[src/design/ahdp_pkg.sv]
`default_nettype none
package ahdp_pkg;

    localparam int unsigned VALUE_W = 64;

    localparam logic [7:0] CHAR_NUL    = 8'h00;
    localparam logic [7:0] CHAR_ZERO   = 8'h30;
    localparam logic [7:0] CHAR_NINE   = 8'h39;
    localparam logic [7:0] CHAR_LO_A   = 8'h61;
    localparam logic [7:0] CHAR_LO_F   = 8'h66;
    localparam logic [7:0] CHAR_UP_A   = 8'h41;
    localparam logic [7:0] CHAR_UP_F   = 8'h46;
    localparam logic [7:0] CHAR_LO_X   = 8'h78;
    localparam logic [7:0] CHAR_UP_X   = 8'h58;

    // Digit values run 0 to 15; NOT_DIGIT marks any other character.
    localparam logic [4:0] NOT_DIGIT   = 5'd16;
    localparam logic [4:0] DEC_BASE    = 5'd10;

    localparam logic [1:0] POS_FIRST   = 2'd0;
    localparam logic [1:0] POS_SECOND  = 2'd1;
    localparam logic [1:0] POS_LATER   = 2'd2;

    typedef struct packed {
        logic [VALUE_W-1:0] value;
        logic               error;
    } t_result;

    function automatic logic [4:0] hex_value(input logic [7:0] c);
        logic [7:0] v;
        begin
            v = 8'd0;
            if (c >= CHAR_ZERO && c <= CHAR_NINE) begin
                v = c - CHAR_ZERO;
            end else if (c >= CHAR_LO_A && c <= CHAR_LO_F) begin
                v = c - CHAR_LO_A + 8'd10;
            end else if (c >= CHAR_UP_A && c <= CHAR_UP_F) begin
                v = c - CHAR_UP_A + 8'd10;
            end else begin
                v = {3'd0, NOT_DIGIT};
            end
            return v[4:0];
        end
    endfunction

endpackage
`default_nettype wire

[src/design/ahdp_in_stage.sv]
`default_nettype none
module ahdp_in_stage (
    input  wire logic       i_clk,
    input  wire logic       i_rst_n,
    input  wire logic       i_valid,
    output logic            o_ready,
    input  wire logic [7:0] i_byte,
    output logic            o_valid,
    output logic [7:0]      o_byte,
    input  wire logic       i_take
);
    logic       r_valid;
    logic [7:0] r_byte;

    // The register frees up in the same cycle that its word moves on.
    assign o_ready = !r_valid || i_take;
    assign o_valid = r_valid;
    assign o_byte  = r_byte;

    always_ff @(posedge i_clk) begin
        if (!i_rst_n) begin
            r_valid <= 1'b0;
        end else if (i_valid && o_ready) begin
            r_valid <= 1'b1;
        end else if (i_take) begin
            r_valid <= 1'b0;
        end
    end

    always_ff @(posedge i_clk) begin
        if (i_valid && o_ready) begin
            r_byte <= i_byte;
        end
    end

endmodule
`default_nettype wire

[src/design/ahdp_parse.sv]
`default_nettype none
module ahdp_parse (
    input  wire logic       i_clk,
    input  wire logic       i_rst_n,
    input  wire logic       i_valid,
    input  wire logic [7:0] i_byte,
    input  wire logic       i_res_room,
    output logic            o_take,
    output logic            o_res_valid,
    output ahdp_pkg::t_result o_res
);
    import ahdp_pkg::*;

    logic [1:0]         r_pos, n_pos;
    logic               r_lz, n_lz;
    logic               r_hex, n_hex;
    logic [VALUE_W-1:0] r_acc, n_acc;
    logic               r_ds, n_ds;
    logic               r_err, n_err;

    logic               is_end;
    logic               is_x;
    logic [4:0]         digit;
    logic               bad;
    logic [VALUE_W-1:0] scaled;
    logic               res_err;

    assign is_end = (i_byte == CHAR_NUL);
    assign is_x   = (i_byte == CHAR_LO_X) || (i_byte == CHAR_UP_X);
    assign digit  = hex_value(i_byte);
    assign bad    = r_hex ? (digit == NOT_DIGIT) : (digit >= DEC_BASE);

    // Times ten (decimal) is the sum of the value shifted by three and by one; hex shifts by four.
    assign scaled = r_hex ? {r_acc[VALUE_W-5:0], 4'd0}
                          : ({r_acc[VALUE_W-4:0], 3'd0} + {r_acc[VALUE_W-2:0], 1'b0});

    // A terminator waits only while the result register is still full.
    assign o_take      = i_valid && (!is_end || i_res_room);
    assign o_res_valid = o_take && is_end;
    assign res_err     = r_err || !r_ds;
    assign o_res.error = res_err;
    assign o_res.value = res_err ? '0 : r_acc;

    always_comb begin
        n_pos = r_pos;
        n_lz  = r_lz;
        n_hex = r_hex;
        n_acc = r_acc;
        n_ds  = r_ds;
        n_err = r_err;
        if (o_take) begin
            if (is_end) begin
                n_pos = POS_FIRST;
                n_lz  = 1'b0;
                n_hex = 1'b0;
                n_acc = '0;
                n_ds  = 1'b0;
                n_err = 1'b0;
            end else begin
                if (r_pos != POS_LATER) begin
                    n_pos = r_pos + 2'd1;
                end
                if (!r_err) begin
                    if (r_pos == POS_SECOND && r_lz && is_x) begin
                        n_hex = 1'b1;
                        n_acc = '0;
                        n_ds  = 1'b0;
                    end else begin
                        if (r_pos == POS_FIRST && i_byte == CHAR_ZERO) begin
                            n_lz = 1'b1;
                        end
                        if (bad) begin
                            n_err = 1'b1;
                        end else begin
                            n_acc = scaled + {{(VALUE_W-5){1'b0}}, digit};
                            n_ds  = 1'b1;
                        end
                    end
                end
            end
        end
    end

    always_ff @(posedge i_clk) begin
        if (!i_rst_n) begin
            r_pos <= POS_FIRST;
            r_lz  <= 1'b0;
            r_hex <= 1'b0;
            r_acc <= '0;
            r_ds  <= 1'b0;
            r_err <= 1'b0;
        end else begin
            r_pos <= n_pos;
            r_lz  <= n_lz;
            r_hex <= n_hex;
            r_acc <= n_acc;
            r_ds  <= n_ds;
            r_err <= n_err;
        end
    end

    a_clear_after_end: assert property (@(posedge i_clk) disable iff (!i_rst_n)
        o_res_valid |=> (r_pos == POS_FIRST) && !r_hex && !r_ds && !r_err && (r_acc == '0))
        else $error("parser state not cleared after terminator");

    a_error_zero: assert property (@(posedge i_clk) disable iff (!i_rst_n)
        (o_res_valid && o_res.error) |-> (o_res.value == '0))
        else $error("error result carries a nonzero value");

    a_pos_range: assert property (@(posedge i_clk) disable iff (!i_rst_n)
        r_pos != 2'd3)
        else $error("character position out of range");

    a_hex_needs_prefix: assert property (@(posedge i_clk) disable iff (!i_rst_n)
        r_hex |-> (r_lz && r_pos != POS_FIRST))
        else $error("hex mode without a leading zero");

endmodule
`default_nettype wire

[src/design/ahdp_out_stage.sv]
`default_nettype none
module ahdp_out_stage (
    input  wire logic              i_clk,
    input  wire logic              i_rst_n,
    input  wire logic              i_load,
    input  wire ahdp_pkg::t_result i_res,
    output logic                   o_room,
    output logic                   o_valid,
    input  wire logic              i_ready,
    output ahdp_pkg::t_result      o_res
);
    import ahdp_pkg::*;

    logic    r_valid;
    t_result r_res;

    assign o_room  = !r_valid || i_ready;
    assign o_valid = r_valid;
    assign o_res   = r_res;

    always_ff @(posedge i_clk) begin
        if (!i_rst_n) begin
            r_valid <= 1'b0;
        end else if (i_load) begin
            r_valid <= 1'b1;
        end else if (i_ready) begin
            r_valid <= 1'b0;
        end
    end

    always_ff @(posedge i_clk) begin
        if (i_load) begin
            r_res <= i_res;
        end
    end

    a_no_overwrite: assert property (@(posedge i_clk) disable iff (!i_rst_n)
        i_load |-> o_room)
        else $error("result register loaded while still full");

    a_hold_stalled: assert property (@(posedge i_clk) disable iff (!i_rst_n)
        (r_valid && !i_ready) |=> r_valid && $stable(r_res))
        else $error("stalled result word changed");

endmodule
`default_nettype wire

[src/design/ascii_u64_hex_or_decimal_parser_core.sv]
// Channel  Direction  Handshake                   Word
// -------  ---------  --------------------------  -------------------------------------
// in       input      i_in_valid / o_in_ready     i_char_byte
// out      output     o_out_valid / i_out_ready   o_parsed_value, o_parse_error
//
// A byte is taken every cycle unless a terminator is held back by a full output register; a
// terminator's result passes from the input register through the parser into the output register.
// The pace is set by the update of the 64-bit accumulator (shift and add), done in a single register.
// Reset is synchronous and active low; it clears all control state and the parse state.
// While a result waits in the output register, digits keep flowing; only a second
// terminator is held in the input register until the output register frees up.
`default_nettype none
module ascii_u64_hex_or_decimal_parser_core (
    input  wire logic                          i_clk,
    input  wire logic                          i_rst_n,
    input  wire logic                          i_in_valid,
    output logic                               o_in_ready,
    input  wire logic [7:0]                    i_char_byte,
    output logic                               o_out_valid,
    input  wire logic                          i_out_ready,
    output logic [ahdp_pkg::VALUE_W-1:0]       o_parsed_value,
    output logic                               o_parse_error
);
    import ahdp_pkg::*;

    logic       byte_valid;
    logic [7:0] byte_word;
    logic       take;
    logic       res_room;
    logic       res_valid;
    t_result    res;
    t_result    out_res;

    ahdp_in_stage u_in (
        .i_clk   (i_clk),
        .i_rst_n (i_rst_n),
        .i_valid (i_in_valid),
        .o_ready (o_in_ready),
        .i_byte  (i_char_byte),
        .o_valid (byte_valid),
        .o_byte  (byte_word),
        .i_take  (take)
    );

    ahdp_parse u_parse (
        .i_clk       (i_clk),
        .i_rst_n     (i_rst_n),
        .i_valid     (byte_valid),
        .i_byte      (byte_word),
        .i_res_room  (res_room),
        .o_take      (take),
        .o_res_valid (res_valid),
        .o_res       (res)
    );

    ahdp_out_stage u_out (
        .i_clk   (i_clk),
        .i_rst_n (i_rst_n),
        .i_load  (res_valid),
        .i_res   (res),
        .o_room  (res_room),
        .o_valid (o_out_valid),
        .i_ready (i_out_ready),
        .o_res   (out_res)
    );

    assign o_parsed_value = out_res.value;
    assign o_parse_error  = out_res.error;

endmodule
`default_nettype wire

[config.mk]
export PLATFORM = sky130hd
export DESIGN_NAME = ascii_u64_hex_or_decimal_parser_core
export DESIGN_NICKNAME = d
export VERILOG_FILES = /design/src/design/ahdp_pkg.sv /design/src/design/ahdp_in_stage.sv /design/src/design/ahdp_parse.sv /design/src/design/ahdp_out_stage.sv /design/src/design/ascii_u64_hex_or_decimal_parser_core.sv
export SDC_FILE = /design/constraint.sdc
export NUM_CORES = 1
export LEC_CHECK = 0
export BUFFER_PORTS_ARGS = -buffer_cell sky130_fd_sc_hd__buf_2
export CORE_AREA = 2 2 167 185
export DETAILED_ROUTE_END_ITERATION = 10
export DIE_AREA = 0 0 169 187
export PLACE_DENSITY_LB_ADDON = 0.25
export SYNTH_ARGS = -nofsm -noshare
export SYNTH_HDL_FRONTEND = slang
export SYNTH_SLANG_ARGS = --single-unit
[constraint.sdc]
create_clock -name i_clk -period 5.95 [get_ports i_clk]
set_input_delay 1.19 -clock i_clk [delete_from_list [all_inputs] [get_ports i_clk]]
set_output_delay 1.19 -clock i_clk [all_outputs]
set_load 0.05 [all_outputs]
## Word-level counts from Yosys, hierarchy flattened

Index checks and enable logic that the tools add are counted.
W data, S select, Z words.

- ROM bits: 0
- Memories: 0
- RAM bits: 0
- Latch bits: 0
- Register bits after elaboration: 145
- Bits of input ports: 12

- Shift-type cells: 0
- Divide/modulo/power cells: 0
- Bitwise operators: 0
- $mul: 0
- Equality and inequality tests: 9
- Reduce and logical (&&, ||, !) cells: 29
- Muxes and demuxes: 30
- $add $sub $neg: 8
- Order comparisons: 7

Operators with widths:

| cell | count |
|---|---|
| $mux W64 | 5 |
| $add A64 B5 Y64 | 1 |
| $add A64 B64 Y64 | 1 |
| $mux W1 | 20 |
| $eq A8 B7 Y1 const B | 2 |
| $ge A8 B7 Y1 const B | 2 |
| $le A8 B7 Y1 const B | 2 |
| $mux W5 | 3 |
| $add A5 B4 Y5 const B | 2 |
| $reduce_bool A2 Y1 | 5 |
| $sub A5 B1 Y5 const B | 2 |
| $logic_and A1 B1 Y1 | 9 |
| $eq A8 B6 Y1 const B | 1 |
| $ge A8 B6 Y1 const B | 1 |
| $le A8 B6 Y1 const B | 1 |
| $logic_not A8 Y1 | 1 |
| $reduce_and A3 Y1 | 2 |
| $eq A5 B5 Y1 const B | 1 |
| $ge A5 B4 Y1 const B | 1 |
| $logic_or A1 B1 Y1 | 5 |
| $sub A5 B5 Y5 const B | 1 |
| $logic_not A1 Y1 | 4 |
| $mux W2 | 2 |
| $ne A2 B2 Y1 const B | 2 |
| 7 further kinds | 7 |

## Longest topological paths before layout

Gate-level depths: netlist (run 1).

- Depth in word-level cells: 11
- Depth in mapped cells: 24
- Gate-level depth less buffers: 20

## Cells and area by module

From an unflattened synthesis (run 1), not the netlist that was laid out.

- Cells, all modules: 1526
- Area, all modules: 12474.5 um^2

By module, submodules not included:

| module | instances | cells an instance | sequential area each (um^2) | area an instance (um^2) |
|---|---|---|---|---|
| ahdp_parse | 1 | 1444 | 1401.3 | 10176.0 |
| ahdp_out_stage | 1 | 69 | 1971.9 | 2000.7 |
| ahdp_in_stage | 1 | 13 | 260.2 | 297.8 |

## Least setup slack after synthesis (run 1)

OpenSTA, ideal clock, no wires.

- Path kind: register to register
- Start: register u_parse.r_hex
- End: register u_parse.r_acc[61]
- Library setup time: 120 ps
- Arrival: 5543 ps
- Slack: 288 ps
- Stages on the path, launching flop included: 22
- Path through: dfxtp_1 -> clkbuf_1 -> clkbuf_1 -> buf_1 -> clkbuf_1 -> buf_1 -> clkbuf_1 -> buf_1 -> clkbuf_1 -> mux2_2 -> ha_1 -> o21ai_0 -> nand2b_1 -> and2_1 -> nor4b_1 -> and4b_1 -> nor3b_1 -> nand4_1 -> nor4_1 -> buf_2 -> a211oi_1 -> a211o_1

- Word-level cells in the longest chain between the ends: 6
- Elaborated cells between the ends (all ways): 9

Ends and longest elaborated chain:

| element | RTL line | RTL |
|---|---|---|
| from (decl) | ahdp_parse.sv:16 | `logic r_hex, n_hex;` |
| from (signal assigned) | ahdp_parse.sv:95 | `r_hex <= n_hex;` |
| $mux W64 | ahdp_parse.sv:34 | `assign scaled = r_hex ? {r_acc[VALUE_W-5:0], 4'd0}` |
| $add A64 B5 Y64 | ahdp_parse.sv:75 | `n_acc = scaled + {{(VALUE_W-5){1'b0}}, digit};` |
| $mux W64 | ahdp_parse.sv:72 | `if (bad) begin` |
| $mux W64 | ahdp_parse.sv:64 | `if (r_pos == POS_SECOND && r_lz && is_x) begin` |
| $mux W64 | ahdp_parse.sv:63 | `if (!r_err) begin` |
| $mux W64 | ahdp_parse.sv:52 | `if (is_end) begin` |
| to (signal assigned) | ahdp_parse.sv:96 | `r_acc <= n_acc;` |
| to (decl) | ahdp_parse.sv:17 | `logic [VALUE_W-1:0] r_acc, n_acc;` |

Parallel ways exist; a longest one is shown, timed or not. The select of a mux whose other input is x is not followed.
A chain may end at the register's enable or synchronous reset.

## Final worst setup path (run 1)

- Start: register u_in.r_byte[0] (netlist: u_in.o_byte[0])
- End: register u_parse.r_acc[55]

- Word-level cells in the longest chain between the ends: 10
- Elaborated cells between the ends (all ways): 36

Ends and longest elaborated chain:

| element | RTL line | RTL |
|---|---|---|
| from (decl) | ahdp_in_stage.sv:13 | `logic [7:0] r_byte;` |
| from (signal assigned) | ahdp_in_stage.sv:32 | `r_byte <= i_byte;` |
| $sub A5 B1 Y5, or another cell as far along | ahdp_pkg.sv:36, ahdp_pkg.sv:38 |  |
| $add A5 B4 Y5 / $logic_and A1 B1 Y1 (equally long branches) | ahdp_pkg.sv:36, ahdp_pkg.sv:38, ahdp_pkg.sv:37 |  |
| $mux W5 | ahdp_pkg.sv:37 | `end else if (c >= CHAR_UP_A && c <= CHAR_UP_F) begin` |
| $mux W5 | ahdp_pkg.sv:35 | `end else if (c >= CHAR_LO_A && c <= CHAR_LO_F) begin` |
| $mux W5 | ahdp_pkg.sv:33 | `if (c >= CHAR_ZERO && c <= CHAR_NINE) begin` |
| $add A64 B5 Y64 | ahdp_parse.sv:75 |  |
| $mux W64 | ahdp_parse.sv:72 |  |
| $mux W64 | ahdp_parse.sv:64 |  |
| $mux W64 | ahdp_parse.sv:63 |  |
| $mux W64 | ahdp_parse.sv:52 |  |

Parallel ways exist; a longest one is shown, timed or not. The select of a mux whose other input is x is not followed.

==> run metrics, run 1 <==
global-route wire length before repair=57.5 mm; Leakage Power=4.82 nW; DRC Markers=0; maxcap violations=0; Die Span Y=187 µm; clock sink count=145; area of the multi-input gates=7970 µm²; crit path launch=u_in.o_byte[0]$_DFFE_PP_; WL/cell=18.6 µm; max frequency=0.188 GHz; Buf/Inv on CP=4; Reg-to-Reg Start=u_in.o_byte[0]$_DFFE_PP_; skew final=0.0127 ns; CTS H-tree depth=4; drt first pass iters=5; initial antenna violation count=0; Detailed Route Iter0 Violations=782; IR drop worst, VDD=120 µV; sequential cell area=3640 µm²; Cell Chain, Critical Path=inv_1, ha_1, o21bai_1, a21oi_1, inv_1, a31oi_1, inv_1, fa_1, nor2b_1, o21ai_0, nand2b_1, and2_1, nor4b_2, and4b_1, nor3b_1, nand4_1, nor4_1, buf_4, or4b_1, o211ai_1; Slew Limit Fails=0; critical path depth in cells=20; grt ovf=0; synthesized cell area=12000 µm²; Worst path max stage delay=0.50 ns; CTS root buffer=clkbuf_16; number of synthesized flops with an enable pin=73; crit path capture type=flop; CTS Buf Count=17; Post-synth ARST share=0%; Seq/Total Area, Yosys=30.3%; worst reg2reg path depth=20; Total Routing Usage GR=22.6%; CP Data Required Time=6.31 ns; GPL Wtd Cong=0.922; ys flop type=edfxtp_1; Die X=169 µm; Yosys warning total=0; pre-CTS WS=0.525 ns; setup repair bufs after CTS=0; Ant. Diodes=0; Critical Path Most Common Cell=inv_1; area grow syn2layout=10.4%; row count=67; fill count=2985; I/O pins=79; hpwl dp=26.6 mm; routed length on met2=17.3 mm; WL met3=1.43 mm; worst slew pin tran=1.14 ns; worst slew margin relative to its limit=23.7%; die area=31600 µm²; CP endpoint=u_parse.r_acc[55]$_SDFFE_PN0P_; DR vias/cell=6.02; metal1 wirelength=15.8 mm; WP data arrival=5.69 ns; Clock Tree Buf Depth=2; Cell Area, Placed=12700 µm²; setup TNS=0 ns; vias in the first global route=10900; fin area=13300 µm²; core area=30000 µm²; ANT nets after route=0; period utilisation layout=89.4%; port bufs=78; CTS tree=yes; status=completed; Max FO, Critical Path=11; unrepaired setup endpoints after global routing=false; Crit path max-delay family=simple AND/OR/NAND/NOR gates; final worst slack=0.629 ns; WL final=35.6 mm; Reg-to-Reg End=u_parse.r_acc[55]$_SDFFE_PN0P_; starting density of the core=40.0%; synth unique cells=92; share of cells above drive strength 1=10.7%; CP startpoint kind=flop; routed via count=11500; r2r setup slk=0.63 ns; largest net degree at the start of global routing=69; slowest CP cell=edfxtp_1; Final Hold Fails=0; syn_nets=1567; worst-skew pair later-pin latency=0.45 ns; Top Layer Used=met4; flops & latches, synth=145; Hold WC Path Type=flop to flop; min Tclk post-route=5.32 ns; Reg clk slew, reported paths=0.07 ns; Power Dens Cells=164 nW/µm²; final net count=1603; Setup-failing EPs final=0; crit path kind=flop to flop; synthesized instance count=1481; Synth Area per Inst=8.11 µm²
[worst min path at each step]
stage                         startpoint                   endpoint  slack [ns]  cells past startpoint
3_3_place_gp   u_parse.r_ds$_SDFFE_PN0P_  u_parse.r_ds$_SDFFE_PN0P_        0.43                      2
3_5_place_dp   u_parse.r_ds$_SDFFE_PN0P_  u_parse.r_ds$_SDFFE_PN0P_        0.44                      2
4_1_cts        u_parse.r_ds$_SDFFE_PN0P_  u_parse.r_ds$_SDFFE_PN0P_        0.45                      2
5_1_grt        u_parse.r_ds$_SDFFE_PN0P_  u_parse.r_ds$_SDFFE_PN0P_        0.48                      2
6_report       u_parse.r_ds$_SDFFE_PN0P_  u_parse.r_ds$_SDFFE_PN0P_        0.44                      2
2_1_floorplan  u_parse.r_ds$_SDFFE_PN0P_  u_parse.r_ds$_SDFFE_PN0P_        0.42                      2
[final cells by class]
class | count | area share (%)
clock buffer | 18 | 3.24
sequential | 145 | 27.4
clock inverter | 14 | 1.06
timing repair buffer | 92 | 3.74
multi-input combinational | 1229 | 60.1
inverter | 32 | 0.906
tap | 379 | 3.58
[per-layer routing]
| metal | global-route usage (%) | vias up |
|---|---|---|
| met5 | 0 | - |
| met4 | 8.71 | 0 |
| met3 | 3.26 | 70 |
| met2 | 38.4 | 336 |
| met1 | 28.9 | 5457 |
| li1 | - | 5634 |
[sequential cells by signal, summed over array words and instances (netlist names)]
signal,flops
u_in.o_byte,8
u_in.o_valid,1
u_out.o_res,65
u_out.o_valid,1
u_parse.r_acc,64
u_parse.r_ds,1
u_parse.r_err,1
u_parse.r_hex,1
u_parse.r_lz,1
u_parse.r_pos,2
[Yosys cell counts, types with 31 or more instances]
master / instances / area, µm²
a21oi_1: 105 / 526
and2_1: 67 / 419
clkbuf_1: 45 / 169
dfxtp_1: 72 / 1440
edfxtp_1: 73 / 2190
ha_1: 72 / 901
inv_1: 31 / 116
nand2_1: 197 / 739
nand3_1: 39 / 195
nand4_1: 37 / 231
nor2_1: 95 / 357
nor3_1: 41 / 205
o21ai_0: 115 / 576
xnor2_1: 38 / 333
[cell usage in the layout (no fill, tap or decap), drive strengths merged, types with 37 or more instances in the layout]
cell type / instances
a21oi: 106
and2: 67
buf: 92
dfxtp: 72
edfxtp: 73
ha: 72
nand2: 197
nand3: 39
nand4: 37
nor2: 95
nor3: 42
o21ai: 119
xnor2: 38
[worst reg2reg max path, cell delays in order (launching register included)]
cell and delay, ns:
edfxtp_1 0.50, inv_1 0.18, ha_1 0.19, o21bai_1 0.07
a21oi_1 0.45, inv_1 0.09, a31oi_1 0.34, inv_1 0.12
fa_1 0.47, nor2b_1 0.13, o21ai_0 0.08, nand2b_1 0.09
and2_1 0.20, nor4b_2 0.32, and4b_1 0.31, nor3b_1 0.36
nand4_1 0.26, nor4_1 0.30, buf_4 0.23, or4b_1 0.45
o211ai_1 0.11
[power by group]
group / internal (mW) / switching (mW) / leakage [nW]
Clock: 0.614 / 0.452 / 0.272
Combinational: 0.0184 / 0.0318 / 3.24
Sequential: 1.05 / 0.00963 / 1.30
Total: 1.68 / 0.493 / 4.82
[cell families after synthesis]
| logic type | Yosys count | share of synthesized area (%) |
|---|---|---|
| buffers and inverters | 107 | 3.57 |
| and+or+nand+nor | 625 | 26.8 |
| adders and majority gates | 74 | 7.83 |
| muxes | 16 | 1.36 |
| xor gates and xnor gates | 68 | 4.96 |
| DFF | 145 | 30.3 |
| AOI/OAI and AO/OA | 446 | 25.2 |
[per-stage QoR]
stage                     util, %  instances  power (mW)  hold slack (ns)
after floorplan                 -       1481        1.11            0.416
after global placement       42.3       1877        1.13            0.432
after detailed placement     42.3       1877        1.13            0.438
after CTS                    44.2       1909        2.20            0.448
after global routing         44.2       1909        2.24            0.482
final                        44.2       1909        2.17            0.445
[what timing repair did]
action | in CTS | in global routing
hold buffers | 0 | 0
gates resized for setup | 0 | 1
setup endpoints to repair | 0 | 1
Note: power is estimated with default switching activity, not from simulation.
==> run 2: changes to the inputs <==
--- a/config.mk
+++ b/config.mk
@@ -5,10 +5,11 @@
 export SDC_FILE = /design/constraint.sdc
 export NUM_CORES = 1
 export LEC_CHECK = 0
+export ABC_AREA = 1
 export BUFFER_PORTS_ARGS = -buffer_cell sky130_fd_sc_hd__buf_2
-export CORE_AREA = 2 2 167 185
+export CORE_AREA = 2 2 180 199
 export DETAILED_ROUTE_END_ITERATION = 10
-export DIE_AREA = 0 0 169 187
+export DIE_AREA = 0 0 182 201
 export PLACE_DENSITY_LB_ADDON = 0.25
 export SYNTH_ARGS = -nofsm -noshare
 export SYNTH_HDL_FRONTEND = slang
==> run 2 against run 1 <==
Effect of this change: maximum frequency up 25%; final area up 16%; register-to-register slack better by 1.1 ns; total power down 1.6%; synthesized cell count up 60%; critical path type unchanged; via count up 29%.
==> run metrics, run 2 <==
clock network power share=47.8% (-1.3 points); routed via count=14900 (+29%); die area=36600 µm² (+16%); Slew Limit Fails=0 (unchanged); synth unique cells=50 (-46%); DR vias/cell=5.14 (-15%); Clock Tree Buf Depth=2 (unchanged); period utilisation layout=71.6% (-18 points); ANT nets after route=0 (unchanged); row count=72 (+7.5%); GPL Wtd Cong=0.967 (+4.9%); Setup-failing EPs final=0 (unchanged); Worst path max stage delay=0.45 ns (-0.05 ns); CTS root buffer=clkbuf_16; min Tclk post-route=4.26 ns (-1.06 ns); starting density of the core=40.3% (+0.27 points); Yosys warning total=0 (unchanged); number of synthesized flops with an enable pin=73 (unchanged); Leakage Power=7.25 nW (+50%); Detailed Route Iter0 Violations=1362 (+74%); CTS H-tree depth=4 (unchanged); max frequency=0.235 GHz (+25%); Area contributors post-synth=nand2_1, edfxtp_1, inv_1; port bufs=78 (unchanged); combinational power share=3.0% (+0.7 points); vias in the first global route=14000 (+29%); most frequent cells in the layout=nand2_1, inv_1, nor2_1; Power Dens Cells=139 nW/µm² (-15%); Synth Area per Inst=5.92 µm² (-27%); crit path kind=flop to flop; largest net degree at the start of global routing=50 (-28%); IR drop worst, VDD=198 µV (+64%); syn_nets=2451 (+56%); synthesized instance count=2365 (+60%); area grow syn2layout=9.92%; DRC Markers=0 (unchanged); Ant. Diodes=0 (unchanged); Resized cells post-CTS=0 (unchanged); hold buffers post-CTS=0 (unchanged); Die X=182 µm (+7.7%); core area=34800 µm² (+16%); switch share=25.0% (+2.3 points); Sw Pwr=0.534 mW (+8.2%); grt ovf=0 (unchanged); CP Data Required Time=6.31 ns (about the same); drt first pass iters=5 (unchanged); crit path capture type=flop; WL final=52.0 mm (+46%); CP startpoint kind=flop; Max FO, Critical Path=6 (-5); max reg flops=65 (unchanged); Total Routing Usage GR=28.5% (+6.0 points); WL/cell=18.0 µm (-3.4%); unrepaired setup endpoints after global routing=false; synthesized cell area=14000 µm² (+17%); flops & latches, synth=145 (unchanged); status=completed; setup TNS=0 ns (unchanged); skew final=0.0125 ns (-0.000232 ns); commonest non-fill, non-tap cell in the layout=nand2_1; worst slew margin relative to its limit=49.2% (+25 points); worst-skew pair later-pin latency=0.47 ns (+0.02 ns); clock sink count=145 (unchanged); most numerous cell in the Yosys netlist=nand2_1; global-route wire length before repair=78.9 mm (+37%); ys flop type=edfxtp_1; Internal=1.60 mW (-4.5%); Final Hold Fails=0 (unchanged); CTS Buf Count=17 (unchanged); initial antenna violation count=0 (unchanged); slowest CP cell=edfxtp_1; final net count=2522 (+57%); Die Span Y=201 µm (+7.5%); I/O pins=79 (unchanged); Hold Worst Slack=0.460 ns (+0.0155 ns); hpwl dp=42.8 mm (+61%); most frequent cells after synthesis=nand2_1, inv_1, nor2_1, nand3_1, edfxtp_1; setup repair bufs after CTS=0 (unchanged); Hold WC Path Type=flop to flop; Seq/Total Area, Yosys=25.9% (-4.3 points); cell taking the most area after synthesis=nand2_1; maxcap violations=0 (unchanged); WP data arrival=4.62 ns (-1.07 ns); Reg clk slew, reported paths=0.07 ns (about the same); Post-synth ARST share=0% (unchanged); share of cells above drive strength 1=10.5% (-0.20 points); worst slew pin tran=0.756 ns (-0.388 ns); area fraction of the dominant cell type after synthesis=21.7% (+3.4 points); Seq pwr share=49.2% (+0.6 points); CTS tree=yes
run 2: kinds of logic after synthesis:
logic type | synth area share, %
simple gates | 44.7
buf+inv | 14.1
compound gates | 7.80
flops | 25.9
fa+ha+maj | 6.72
xor+xnor | 0.813
run 2: final timing paths:
kind                                  startpoint                             end  slack, ns  cells after the start
hold / removal    u_parse.r_acc[63]$_SDFFE_PN0P_  u_parse.r_acc[63]$_SDFFE_PN0P_       0.46                      2
setup / recovery        u_in.o_byte[1]$_DFFE_PP_  u_parse.r_acc[51]$_SDFFE_PN0P_       1.69                     25
setup reg to reg        u_in.o_byte[1]$_DFFE_PP_  u_parse.r_acc[51]$_SDFFE_PN0P_       1.69                     25
hold reg to reg   u_parse.r_acc[63]$_SDFFE_PN0P_  u_parse.r_acc[63]$_SDFFE_PN0P_       0.46                      2
run 2: routing by layer:
layer / part of all wire (%) / track usage (%) / vias to the layer above
met1: 44 / 38.0 / 6783
met3: 7.6 / 5.22 / 85
met2: 44 / 45.5 / 482
met5: 0 / 0 / -
met4: 3.8 / 11.8 / 0
li1: - / - / 7525
run 2: area by class of cell:
type	count	area, µm²
Clock buffer	18	439
Inverter	487	1830
Multi-Input combinational cell	1700	8410
Sequential cell	145	3630
Tap cell	444	556
Fill cell	3769	19400
Clock inverter	14	90.1
Timing Repair Buffer	85	443
run 2: metrics by stage:
step	cell area [µm²]	power, mW	std cells	setup WS [ns]	util [%]
6_report	15400	2.14	2893	1.69	44.3
5_1_grt	15400	2.19	2893	1.20	44.3
4_1_cts	15400	2.15	2893	1.71	44.3
3_5_place_dp	14900	1.14	2861	1.71	42.8
3_3_place_gp	14900	1.14	2861	1.88	42.8
2_1_floorplan	14000	1.12	2365	2.25	-
run 2: critical path, delay by kind of cell (launching register included):
family / cells / cell delay [ns]
simple gates: 13 / 1.68
compound gates: 5 / 0.83
fa+ha+maj: 3 / 0.80
flops: 1 / 0.45
buf+inv: 4 / 0.38
run 2: power groups by stage:
stage / clock network [mW] / registers [mW] / logic, mW
2_1_floorplan: 0 / 1.08 / 0.0414
6_report: 1.02 / 1.05 / 0.0637
3_5_place_dp: 0 / 1.08 / 0.0633
5_1_grt: 1.07 / 1.05 / 0.0711
3_3_place_gp: 0 / 1.07 / 0.0624
4_1_cts: 1.04 / 1.05 / 0.0637
